`src/sv/nlq_pkg.sv`:
```
package nlq_pkg;

	// Default depth of the neighbor table.
	localparam int NLQ_TABLE_ENTRIES = 64;

	// Header checks: the version nibble must match, the TTL nibble must be nonzero.
	localparam logic [3:0] NLQ_HDR_VERSION = 4'h1;
	localparam logic [3:0] NLQ_TTL_MASK    = 4'hF;

	// Gap average in 8.8 fixed point: avg = 64*gap + floor(192*avg/256).
	localparam logic [15:0] NLQ_GAP_UNITY       = 16'h0100;
	localparam int          NLQ_GAP_ALPHA_SHIFT = 6;
	localparam logic [7:0]  NLQ_GAP_KEEP        = 8'd192;
	localparam int          NLQ_UNITY_SHIFT     = 8;

	// Result codes.
	typedef enum logic [2:0] {
		ST_KNOWN      = 3'd0,
		ST_NEW        = 3'd1,
		ST_BAD_HEADER = 3'd2,
		ST_OWN_ADDR   = 3'd3,
		ST_FULL       = 3'd4
	} nlq_status_t;

	// Controller states.
	typedef enum logic [1:0] {
		S_IDLE,
		S_CHECK,
		S_SCAN,
		S_UPDATE
	} nlq_state_t;

	// One table entry as stored in the memory.
	typedef struct packed {
		logic [15:0] address;
		logic [7:0]  last_sequence;
		logic [15:0] average_gap;
		logic [7:0]  signal_strength;
		logic [7:0]  link_quality;
	} nlq_entry_t;

endpackage

```
`src/sv/nlq_if.sv`:
```
// Channel that carries one received packet header.
interface nlq_in_if;
	logic        valid;
	logic        ready;
	logic [7:0]  header_byte;
	logic [7:0]  sequence_number;
	logic [15:0] source_address;
	logic [7:0]  signal_strength;
	logic [7:0]  link_quality;

	modport source (
		output valid, header_byte, sequence_number, source_address,
		       signal_strength, link_quality,
		input  ready
	);
	modport sink (
		input  valid, header_byte, sequence_number, source_address,
		       signal_strength, link_quality,
		output ready
	);
endinterface

// Channel that carries one lookup result.
interface nlq_out_if;
	logic        valid;
	logic        ready;
	logic [2:0]  status;
	logic [5:0]  entry_index;
	logic [7:0]  sequence_gap;
	logic [15:0] average_gap;
	logic [15:0] ignored_count;

	modport source (
		output valid, status, entry_index, sequence_gap, average_gap, ignored_count,
		input  ready
	);
	modport sink (
		input  valid, status, entry_index, sequence_gap, average_gap, ignored_count,
		output ready
	);
endinterface

```
`src/sv/nlq_table_mem.sv`:
```
module nlq_table_mem #(
	parameter int TABLE_ENTRIES = nlq_pkg::NLQ_TABLE_ENTRIES,
	localparam int AW = $clog2(TABLE_ENTRIES)
) (
	input  logic               clk,
	input  logic               we,
	input  logic [AW-1:0]      waddr,
	input  nlq_pkg::nlq_entry_t wdata,
	input  logic [AW-1:0]      raddr,
	output nlq_pkg::nlq_entry_t rdata
);
	import nlq_pkg::*;

	nlq_entry_t mem_q [TABLE_ENTRIES];
	nlq_entry_t rdata_q;

	// Single write port.
	always_ff @(posedge clk) begin
		if (we) begin
			mem_q[waddr] <= wdata;
		end
	end

	// Registered read port: data appears in the cycle after the address.
	always_ff @(posedge clk) begin
		rdata_q <= mem_q[raddr];
	end

	assign rdata = rdata_q;

endmodule

```
`src/sv/nlq_ctrl.sv`:
```
module nlq_ctrl #(
	parameter int TABLE_ENTRIES = nlq_pkg::NLQ_TABLE_ENTRIES,
	localparam int AW = $clog2(TABLE_ENTRIES)
) (
	input  logic                clk,
	input  logic                arst_n,
	nlq_in_if.sink              pkt,
	nlq_out_if.source           res,
	input  logic                cfg_we,
	input  logic [15:0]         cfg_data,
	output logic                mem_we,
	output logic [AW-1:0]       mem_waddr,
	output nlq_pkg::nlq_entry_t mem_wdata,
	output logic [AW-1:0]       mem_raddr,
	input  nlq_pkg::nlq_entry_t mem_rdata
);
	import nlq_pkg::*;

	localparam int CW = $clog2(TABLE_ENTRIES + 1);

	nlq_state_t  state_q, state_d;

	// Captured input word.
	logic [7:0]  hdr_q;
	logic [7:0]  seq_q;
	logic [15:0] src_q;
	logic [7:0]  rssi_q;
	logic [7:0]  lqi_q;

	logic [15:0] own_q;
	logic [15:0] ign_q;

	// Slots fill in order and are never freed, so slot i is valid when i < fill_q.
	logic [CW-1:0] fill_q;
	logic [CW-1:0] idx_q;
	logic          pend_s1;
	logic [AW-1:0] addr_s1;

	// Entry found by the scan.
	logic [AW-1:0] slot_q;
	logic [7:0]    last_q;
	logic [15:0]   avg_q;

	// Output register.
	logic          out_valid_q;
	nlq_status_t   out_status_q;
	logic [5:0]    out_index_q;
	logic [7:0]    out_gap_q;
	logic [15:0]   out_avg_q;
	logic [15:0]   out_ign_q;

	logic          bad_hdr, own_hit, out_free, issue, hit, miss, full;
	logic [7:0]    gap_c;
	logic [23:0]   prod_c;
	logic [15:0]   new_avg_c;

	logic          emit, ign_inc, fill_inc;
	nlq_status_t   emit_status;
	logic [5:0]    emit_index;
	logic [7:0]    emit_gap;
	logic [15:0]   emit_avg;

	// Header, address and scan conditions.
	always_comb begin
		bad_hdr  = (hdr_q[7:4] != NLQ_HDR_VERSION) || ((hdr_q[3:0] & NLQ_TTL_MASK) == 4'h0);
		own_hit  = (src_q == own_q);
		out_free = !out_valid_q || res.ready;
		issue    = (state_q == S_SCAN) && (idx_q < fill_q);
		hit      = (state_q == S_SCAN) && pend_s1 && (mem_rdata.address == src_q);
		miss     = (state_q == S_SCAN) && !pend_s1 && !issue;
		full     = (fill_q == CW'(TABLE_ENTRIES));
	end

	// Gap and moving average of a known neighbor.
	always_comb begin
		gap_c     = seq_q - last_q;
		prod_c    = avg_q * NLQ_GAP_KEEP;
		new_avg_c = (16'(gap_c) << NLQ_GAP_ALPHA_SHIFT) + prod_c[NLQ_UNITY_SHIFT +: 16];
	end

	// Next state.
	always_comb begin
		state_d = state_q;
		unique case (state_q)
			S_IDLE: begin
				if (pkt.valid) begin
					state_d = S_CHECK;
				end
			end
			S_CHECK: begin
				if (bad_hdr || own_hit) begin
					if (out_free) begin
						state_d = S_IDLE;
					end
				end else begin
					state_d = S_SCAN;
				end
			end
			S_SCAN: begin
				if (hit) begin
					state_d = S_UPDATE;
				end else if (miss && out_free) begin
					state_d = S_IDLE;
				end
			end
			S_UPDATE: begin
				if (out_free) begin
					state_d = S_IDLE;
				end
			end
			default: state_d = S_IDLE;
		endcase
	end

	// Result, memory write and counter updates.
	always_comb begin
		emit        = 1'b0;
		ign_inc     = 1'b0;
		fill_inc    = 1'b0;
		emit_status = ST_KNOWN;
		emit_index  = '0;
		emit_gap    = '0;
		emit_avg    = '0;
		mem_we      = 1'b0;
		mem_waddr   = slot_q;
		mem_wdata   = '{address: src_q, last_sequence: seq_q, average_gap: new_avg_c,
		                signal_strength: rssi_q, link_quality: lqi_q};
		unique case (state_q)
			S_CHECK: begin
				if ((bad_hdr || own_hit) && out_free) begin
					emit        = 1'b1;
					ign_inc     = 1'b1;
					emit_status = bad_hdr ? ST_BAD_HEADER : ST_OWN_ADDR;
				end
			end
			S_SCAN: begin
				if (miss && out_free) begin
					emit = 1'b1;
					if (full) begin
						emit_status = ST_FULL;
					end else begin
						// A new neighbor starts with gap one and average unity.
						emit_status           = ST_NEW;
						emit_index            = 6'(fill_q);
						emit_gap              = 8'd1;
						emit_avg              = NLQ_GAP_UNITY;
						fill_inc              = 1'b1;
						mem_we                = 1'b1;
						mem_waddr             = AW'(fill_q);
						mem_wdata.average_gap = NLQ_GAP_UNITY;
					end
				end
			end
			S_UPDATE: begin
				if (out_free) begin
					emit        = 1'b1;
					emit_status = ST_KNOWN;
					emit_index  = 6'(slot_q);
					emit_gap    = gap_c;
					emit_avg    = new_avg_c;
					mem_we      = 1'b1;
				end
			end
			default: begin
			end
		endcase
	end

	assign mem_raddr = idx_q[AW-1:0];

	// Control registers.
	always_ff @(posedge clk or negedge arst_n) begin
		if (!arst_n) begin
			state_q     <= S_IDLE;
			own_q       <= '0;
			ign_q       <= '0;
			fill_q      <= '0;
			idx_q       <= '0;
			pend_s1     <= 1'b0;
			out_valid_q <= 1'b0;
		end else begin
			state_q <= state_d;
			if (cfg_we) begin
				own_q <= cfg_data;
			end
			if (ign_inc) begin
				ign_q <= ign_q + 16'd1;
			end
			if (fill_inc) begin
				fill_q <= fill_q + CW'(1);
			end
			if (state_q == S_CHECK) begin
				idx_q <= '0;
			end else if (issue) begin
				idx_q <= idx_q + CW'(1);
			end
			pend_s1 <= issue;
			if (emit) begin
				out_valid_q <= 1'b1;
			end else if (res.ready) begin
				out_valid_q <= 1'b0;
			end
		end
	end

	// Payload registers.
	always_ff @(posedge clk) begin
		if (pkt.valid && pkt.ready) begin
			hdr_q  <= pkt.header_byte;
			seq_q  <= pkt.sequence_number;
			src_q  <= pkt.source_address;
			rssi_q <= pkt.signal_strength;
			lqi_q  <= pkt.link_quality;
		end
		addr_s1 <= idx_q[AW-1:0];
		if (hit) begin
			slot_q <= addr_s1;
			last_q <= mem_rdata.last_sequence;
			avg_q  <= mem_rdata.average_gap;
		end
		if (emit) begin
			out_status_q <= emit_status;
			out_index_q  <= emit_index;
			out_gap_q    <= emit_gap;
			out_avg_q    <= emit_avg;
			out_ign_q    <= ign_inc ? (ign_q + 16'd1) : ign_q;
		end
	end

	assign pkt.ready         = (state_q == S_IDLE);
	assign res.valid         = out_valid_q;
	assign res.status        = out_status_q;
	assign res.entry_index   = out_index_q;
	assign res.sequence_gap  = out_gap_q;
	assign res.average_gap   = out_avg_q;
	assign res.ignored_count = out_ign_q;

endmodule

```
`src/sv/neighbor_link_quality_table_top.sv`:
```
// Neighbor link-quality table.
// The pkt channel takes one received broadcast header per word: header byte,
// sequence number, source address, RSSI and LQI. The res channel returns one
// result word per packet: status, table slot, sequence gap, the updated 8.8
// gap average and the running count of ignored packets.
// cfg_we writes cfg_data into the node's own address; packets from it are ignored.
// A packet with a bad header or the own address gets its result from the check
// state without a scan. Any other packet scans the filled part of the table
// one entry per cycle through the registered memory read port, stopping at a
// match. One packet is worked on at a time; pkt.ready is high again from the
// clock edge that loads the result into the output register.
// A result waiting in the output register while res.ready is low does not
// block acceptance of the next packet; the block only stalls when a second
// result is ready and the first is still not taken.
// Reset empties the table at once (slots are handed out in order, so a fill
// count marks the valid ones), clears the ignored counter and the own address.
module neighbor_link_quality_table_top #(
	parameter int TABLE_ENTRIES = nlq_pkg::NLQ_TABLE_ENTRIES
) (
	input  logic        clk,
	input  logic        arst_n,
	nlq_in_if.sink      pkt,
	nlq_out_if.source   res,
	input  logic        cfg_we,
	input  logic [15:0] cfg_data
);
	import nlq_pkg::*;

	localparam int AW = $clog2(TABLE_ENTRIES);

	logic          mem_we;
	logic [AW-1:0] mem_waddr;
	logic [AW-1:0] mem_raddr;
	nlq_entry_t    mem_wdata;
	nlq_entry_t    mem_rdata;

	// Lookup and update sequencer.
	nlq_ctrl #(.TABLE_ENTRIES(TABLE_ENTRIES)) u_ctrl (
		.clk       (clk),
		.arst_n    (arst_n),
		.pkt       (pkt),
		.res       (res),
		.cfg_we    (cfg_we),
		.cfg_data  (cfg_data),
		.mem_we    (mem_we),
		.mem_waddr (mem_waddr),
		.mem_wdata (mem_wdata),
		.mem_raddr (mem_raddr),
		.mem_rdata (mem_rdata)
	);

	// Neighbor entry storage.
	nlq_table_mem #(.TABLE_ENTRIES(TABLE_ENTRIES)) u_mem (
		.clk   (clk),
		.we    (mem_we),
		.waddr (mem_waddr),
		.wdata (mem_wdata),
		.raddr (mem_raddr),
		.rdata (mem_rdata)
	);

`ifndef SYNTH
	// The table is never written in a cycle that accepts a new packet.
	a_no_write_on_accept: assert property (@(posedge clk) disable iff (!arst_n)
		mem_we |-> !(pkt.valid && pkt.ready))
		else $error("table write while accepting a packet");

	// Ignored and dropped packets carry zero slot, gap and average.
	a_drop_fields_zero: assert property (@(posedge clk) disable iff (!arst_n)
		(res.valid && (res.status == ST_BAD_HEADER || res.status == ST_OWN_ADDR ||
		               res.status == ST_FULL))
		|-> (res.entry_index == 6'd0 && res.sequence_gap == 8'd0 &&
		     res.average_gap == 16'd0))
		else $error("dropped packet with nonzero result fields");

	// A new neighbor always reports gap one and average unity.
	a_new_entry_fields: assert property (@(posedge clk) disable iff (!arst_n)
		(res.valid && res.status == ST_NEW)
		|-> (res.sequence_gap == 8'd1 && res.average_gap == NLQ_GAP_UNITY))
		else $error("new neighbor with wrong gap or average");
`endif

endmodule

```
`src/flat_wrapper.sv`:
```
// flat-port wrapper written by rule: the top's interface ports become plain ports
module neighbor_link_quality_table_top_flat import nlq_pkg::*;
#(
	parameter int TABLE_ENTRIES = nlq_pkg::NLQ_TABLE_ENTRIES
)
  (clk, arst_n, cfg_we, cfg_data, pkt_valid, pkt_header_byte, pkt_sequence_number, pkt_source_address, pkt_signal_strength, pkt_link_quality, pkt_ready, res_valid, res_status, res_entry_index, res_sequence_gap, res_average_gap, res_ignored_count, res_ready);
  nlq_in_if pkt_i ();
  nlq_out_if res_i ();
  input  logic clk;
  input  logic arst_n;
  input  logic cfg_we;
  input  logic [15:0] cfg_data;
  input wire logic [$bits(pkt_i.valid)-1:0] pkt_valid;
  input wire logic [$bits(pkt_i.header_byte)-1:0] pkt_header_byte;
  input wire logic [$bits(pkt_i.sequence_number)-1:0] pkt_sequence_number;
  input wire logic [$bits(pkt_i.source_address)-1:0] pkt_source_address;
  input wire logic [$bits(pkt_i.signal_strength)-1:0] pkt_signal_strength;
  input wire logic [$bits(pkt_i.link_quality)-1:0] pkt_link_quality;
  output wire logic [$bits(pkt_i.ready)-1:0] pkt_ready;
  output wire logic [$bits(res_i.valid)-1:0] res_valid;
  output wire logic [$bits(res_i.status)-1:0] res_status;
  output wire logic [$bits(res_i.entry_index)-1:0] res_entry_index;
  output wire logic [$bits(res_i.sequence_gap)-1:0] res_sequence_gap;
  output wire logic [$bits(res_i.average_gap)-1:0] res_average_gap;
  output wire logic [$bits(res_i.ignored_count)-1:0] res_ignored_count;
  input wire logic [$bits(res_i.ready)-1:0] res_ready;
  assign pkt_i.valid = pkt_valid;
  assign pkt_i.header_byte = pkt_header_byte;
  assign pkt_i.sequence_number = pkt_sequence_number;
  assign pkt_i.source_address = pkt_source_address;
  assign pkt_i.signal_strength = pkt_signal_strength;
  assign pkt_i.link_quality = pkt_link_quality;
  assign pkt_ready = pkt_i.ready;
  assign res_valid = res_i.valid;
  assign res_status = res_i.status;
  assign res_entry_index = res_i.entry_index;
  assign res_sequence_gap = res_i.sequence_gap;
  assign res_average_gap = res_i.average_gap;
  assign res_ignored_count = res_i.ignored_count;
  assign res_i.ready = res_ready;
  neighbor_link_quality_table_top #(.TABLE_ENTRIES(TABLE_ENTRIES)) u_core (.clk(clk), .arst_n(arst_n), .pkt(pkt_i), .res(res_i), .cfg_we(cfg_we), .cfg_data(cfg_data));
endmodule
```
`config.mk`:
```
export PLATFORM = sky130hd
export DESIGN_NAME = neighbor_link_quality_table_top_flat
export DESIGN_NICKNAME = d
export VERILOG_FILES = /design/src/sv/nlq_pkg.sv /design/src/sv/nlq_if.sv /design/src/sv/nlq_table_mem.sv /design/src/sv/nlq_ctrl.sv /design/src/sv/neighbor_link_quality_table_top.sv /design/src/flat_wrapper.sv
export SDC_FILE = /design/constraint.sdc
export NUM_CORES = 2
export LEC_CHECK = 0
export BUFFER_PORTS_ARGS = -buffer_cell sky130_fd_sc_hd__buf_2
export CORE_MARGIN = 2
export CORE_UTILIZATION = 37
export DETAILED_ROUTE_END_ITERATION = 10
export HOLD_SLACK_MARGIN = 0.03
export SLEW_MARGIN = 25
export SYNTH_ARGS = -nofsm -noshare
export SYNTH_HDL_FRONTEND = slang
export SYNTH_SLANG_ARGS = --single-unit
```
`constraint.sdc`:
```
create_clock -name clk -period 17.1 [get_ports clk]
set_input_delay 5.13 -clock clk [delete_from_list [all_inputs] [get_ports clk]]
set_output_delay 5.13 -clock clk [all_outputs]
set_load 0.03 [all_outputs]
```
==> results.json <==
{
  "period_share": 0.495,
  "crit_type": "in -> reg",
  "firstDrtPassIters": 5,
  "clock_sinks": 2767,
  "numCtsBuffers": 291,
  "rsz0062_at_grt": "no",
  "cp.arrival_ns": 8.98,
  "syn2layout_area_growth_pct": 14.4,
  "core-area_um2": 285000,
  "viasPerCell": 5.59,
  "final_hold_viol_count": 0,
  "dp_hpwl_um": 142000,
  "worstMarginPinSlew_ns": 1.11,
  "relSlewSlack": 0.260,
  "synth_cell_types": 60,
  "rrSetupSlack_ns": 10.32,
  "cp_top_family": "simple AND/OR/NAND/NOR gates",
  "worst_setup_path_start_kind": "input port",
  "syn_inst": 4380,
  "clk_pin_slew_ns": 0.06,
  "htree_num_levels": 5,
  "cts_root_buf": "clkbuf_16",
  "post-route-min-period_ns": 8.47,
  "synth_top_flop_cell": "edfxtp_1",
  "grt_max_degree": 106,
  "fin_tns_setup_ns": 0,
  "crit_required_ns": 17.61,
  "ys_seq_area_frac": 0.778,
  "antenna_found_initial": 16,
  "post_dp_cell_area_um2": 112000,
  "slowest_stage": "nor2_4",
  "hold_depth": 0,
  "antenna_left": 0,
  "async_flop_share": 0.0181,
  "die_x_um": 539,
  "drive_above_1_share": 0.325,
  "endpoint": "u_core.u_mem.mem_q[63][46]$_DFFE_PP_",
  "r2r_start": "u_core.u_ctrl.idx_q[1]$_DFFE_PN0P_",
  "max_freq_mhz": 118,
  "finalSetupViolCount": 0,
  "holdBufCountCts": 0,
  "clockBufferDepth": 4,
  "wl_per_cell_um": 30.8,
  "synth_edf_count": 2671,
  "routabilityCongestion": 0.805,
  "dieArea_um2": 290000,
  "cts_resized": 0,
  "yosys_warnings": 0,
  "p_total_mw": 13.4,
  "overflow": 0,
  "layout_commonest_cell": "edfxtp_1",
  "final_cell_area_um2": 121000,
  "crit_fanout": 24,
  "power_density_nw_per_um2": 110,
  "grt_util_all_layers": 0.182,
  "critPathBufInv": 2,
  "max_stage_delay_ns": 0.96,
  "grt_pass1_wl_um": 374000,
  "die_y_um": 539,
  "drc": 0,
  "avgSynthCellArea_um2": 24.2,
  "drv_slew": 0,
  "worst-path-stages": 8,
  "post_cts_buffers": 0,
  "port_buffers": 103,
  "drtIter0Drc": 5956,
  "cp_cell_sequence": "buf_2 -> nor2b_1 -> nor3b_1 -> o211ai_1 -> or2_2 -> a22o_1 -> nor2_4 -> buf_4",
  "layout_common_cells": "edfxtp_1 (2,671), mux4_2 (840), clkbuf_16 (295), buf_4 (140), buf_2 (103)",
  "r2r-end": "u_core.u_mem.rdata[25]$_DFF_P_",
  "vias": 48608,
  "rows": 196,
  "outcome": "complete, no violations",
  "cts_tree": "done",
  "io_pins": 120,
  "nets": 4840,
  "ys_ff_latch": 2767,
  "insertion_delay_ns": 0.94,
  "endpoint_kind": "flip-flop",
  "fin_skew_ns": 0.0749,
  "hp-class": "reg -> reg",
  "cp-startpoint": "res_ready",
  "reg2reg_depth": 8,
  "grt_pass1_vias": 49270,
  "ir_drop_mv": 0.124,
  "syn_nets": 4497,
  "start_util": 0.371,
  "wl_um": 268000,
  "netlist_area_um2": 106000,
  "p_leak_nw": 37.4,
  "max_cap_violations": 0
}
## Yosys cell counts, types with 2 or more instances
library cell	instances	area, um2
edfxtp_1	2671	80200
mux4_2	840	18900
clkbuf_1	120	450
nor2_1	112	420
buf_2	57	285
dfrtp_1	50	1250
dfxtp_1	46	921
ha_1	45	563
xor2_1	42	368
nand2_1	39	146
xnor2_1	38	333
inv_1	33	124
buf_1	30	113
a21oi_1	28	140
o21ai_0	27	135
nor3_1	23	115
mux2_2	17	191
and2_1	15	93.8
and3_1	14	87.6
nand3_1	12	60.1
nand4_1	12	75.1
nor4_1	10	62.6
nor2b_1	8	50.1
a21o_1	7	52.6
o211ai_1	6	45.0
o21a_1	6	45.0
o22ai_1	6	37.5
nand2b_1	5	31.3
o21ai_1	5	25.0
o21bai_1	4	30.0
a211o_1	3	26.3
a211oi_1	3	22.5
a21boi_0	3	22.5
a221oi_1	3	26.3
a22oi_1	3	22.5
and4_1	3	26.3
fa_1	3	60.1
nor3b_1	3	22.5
or2_2	3	18.8
a2111oi_0	2	17.5
nor4b_1	2	17.5
o221ai_1	2	17.5
or3_1	2	12.5
## cells by family after synthesis
logic type | share of synthesized area
AOI/OAI and AO/OA | 0.00748
xor gates and xnor gates | 0.00662
adders and majority gates | 0.00589
buffers and inverters | 0.00929
DFF | 0.778
muxes | 0.181
and+or+nand+nor | 0.0119
## per-layer routing
layer / share of wire / up-vias / GRT usage
met2: 0.49 / 2074 / 0.297
met5: 0 / - / 0
met3: 0.083 / 357 / 0.0370
li1: - / 19502 / -
met1: 0.41 / 26675 / 0.249
met4: 0.023 / 0 / 0.0481
## report_power, final
part / switching [mW] / total (mW) / internal, mW
clock network: 2.51 / 6.02 / 3.51
logic: 0.00759 / 0.0168 / 0.00919
registers: 0.00255 / 7.32 / 7.32
total: 2.52 / 13.4 / 10.8
## area by class of cell
| class | instances | area (um2) |
|---|---|---|
| Antenna cell | 1 | 2.50 |
| Clock buffer | 365 | 7720 |
| Clock inverter | 130 | 1190 |
| Fill cell | 24090 | 164000 |
| Inverter | 33 | 124 |
| Multi-Input combinational cell | 1372 | 23100 |
| Sequential cell | 2767 | 82400 |
| Tap cell | 3762 | 4710 |
| Timing Repair Buffer | 258 | 1860 |
## flip-flops by register name (all words and copies together) (netlist names), 7 cells and up
signal                           cells
u_core.u_mem.mem_q                2560
u_core.u_mem.rdata                  40
u_core.u_ctrl.avg_q                 16
u_core.u_ctrl.ign_q                 16
u_core.u_ctrl.own_q                 16
u_core.u_ctrl.res.average_gap       16
u_core.u_ctrl.res.ignored_count     16
u_core.u_ctrl.src_q                 16
u_core.u_ctrl.hdr_q                  8
u_core.u_ctrl.last_q                 8
u_core.u_ctrl.res.sequence_gap       8
u_core.u_ctrl.seq_q                  8
u_core.u_ctrl.fill_q                 7
u_core.u_ctrl.idx_q                  7
## through the flow
stage               worst slack (ns)   util  hold WS, ns  instances
finish                          8.63  0.425        0.368       8688
global route                    8.52  0.425        0.367       8688
floorplan                       7.41      -        0.366       4380
global placement                7.84  0.393        0.386       8183
detailed placement              7.76  0.393        0.390       8188
CTS                             8.72  0.425        0.357       8683
## how the worst min path moves through the flow
stage	startpoint	end	slack [ns]
final	u_core.u_ctrl.addr_s1[4]$_DFF_P_	u_core.u_ctrl.slot_q[4]$_DFFE_PP_	0.37
after floorplan	u_core.u_ctrl.idx_q[3]$_DFFE_PN0P_	u_core.u_ctrl.addr_s1[3]$_DFF_P_	0.37
after CTS	u_core.u_ctrl.addr_s1[4]$_DFF_P_	u_core.u_ctrl.slot_q[4]$_DFFE_PP_	0.36
after detailed placement	u_core.u_ctrl.addr_s1[2]$_DFF_P_	u_core.u_ctrl.slot_q[2]$_DFFE_PP_	0.39
after global placement	u_core.u_ctrl.addr_s1[3]$_DFF_P_	u_core.u_ctrl.slot_q[3]$_DFFE_PP_	0.39
after global routing	u_core.u_ctrl.addr_s1[4]$_DFF_P_	u_core.u_ctrl.slot_q[4]$_DFFE_PP_	0.37
No activity file was read; power rests on OpenSTA's default activity.
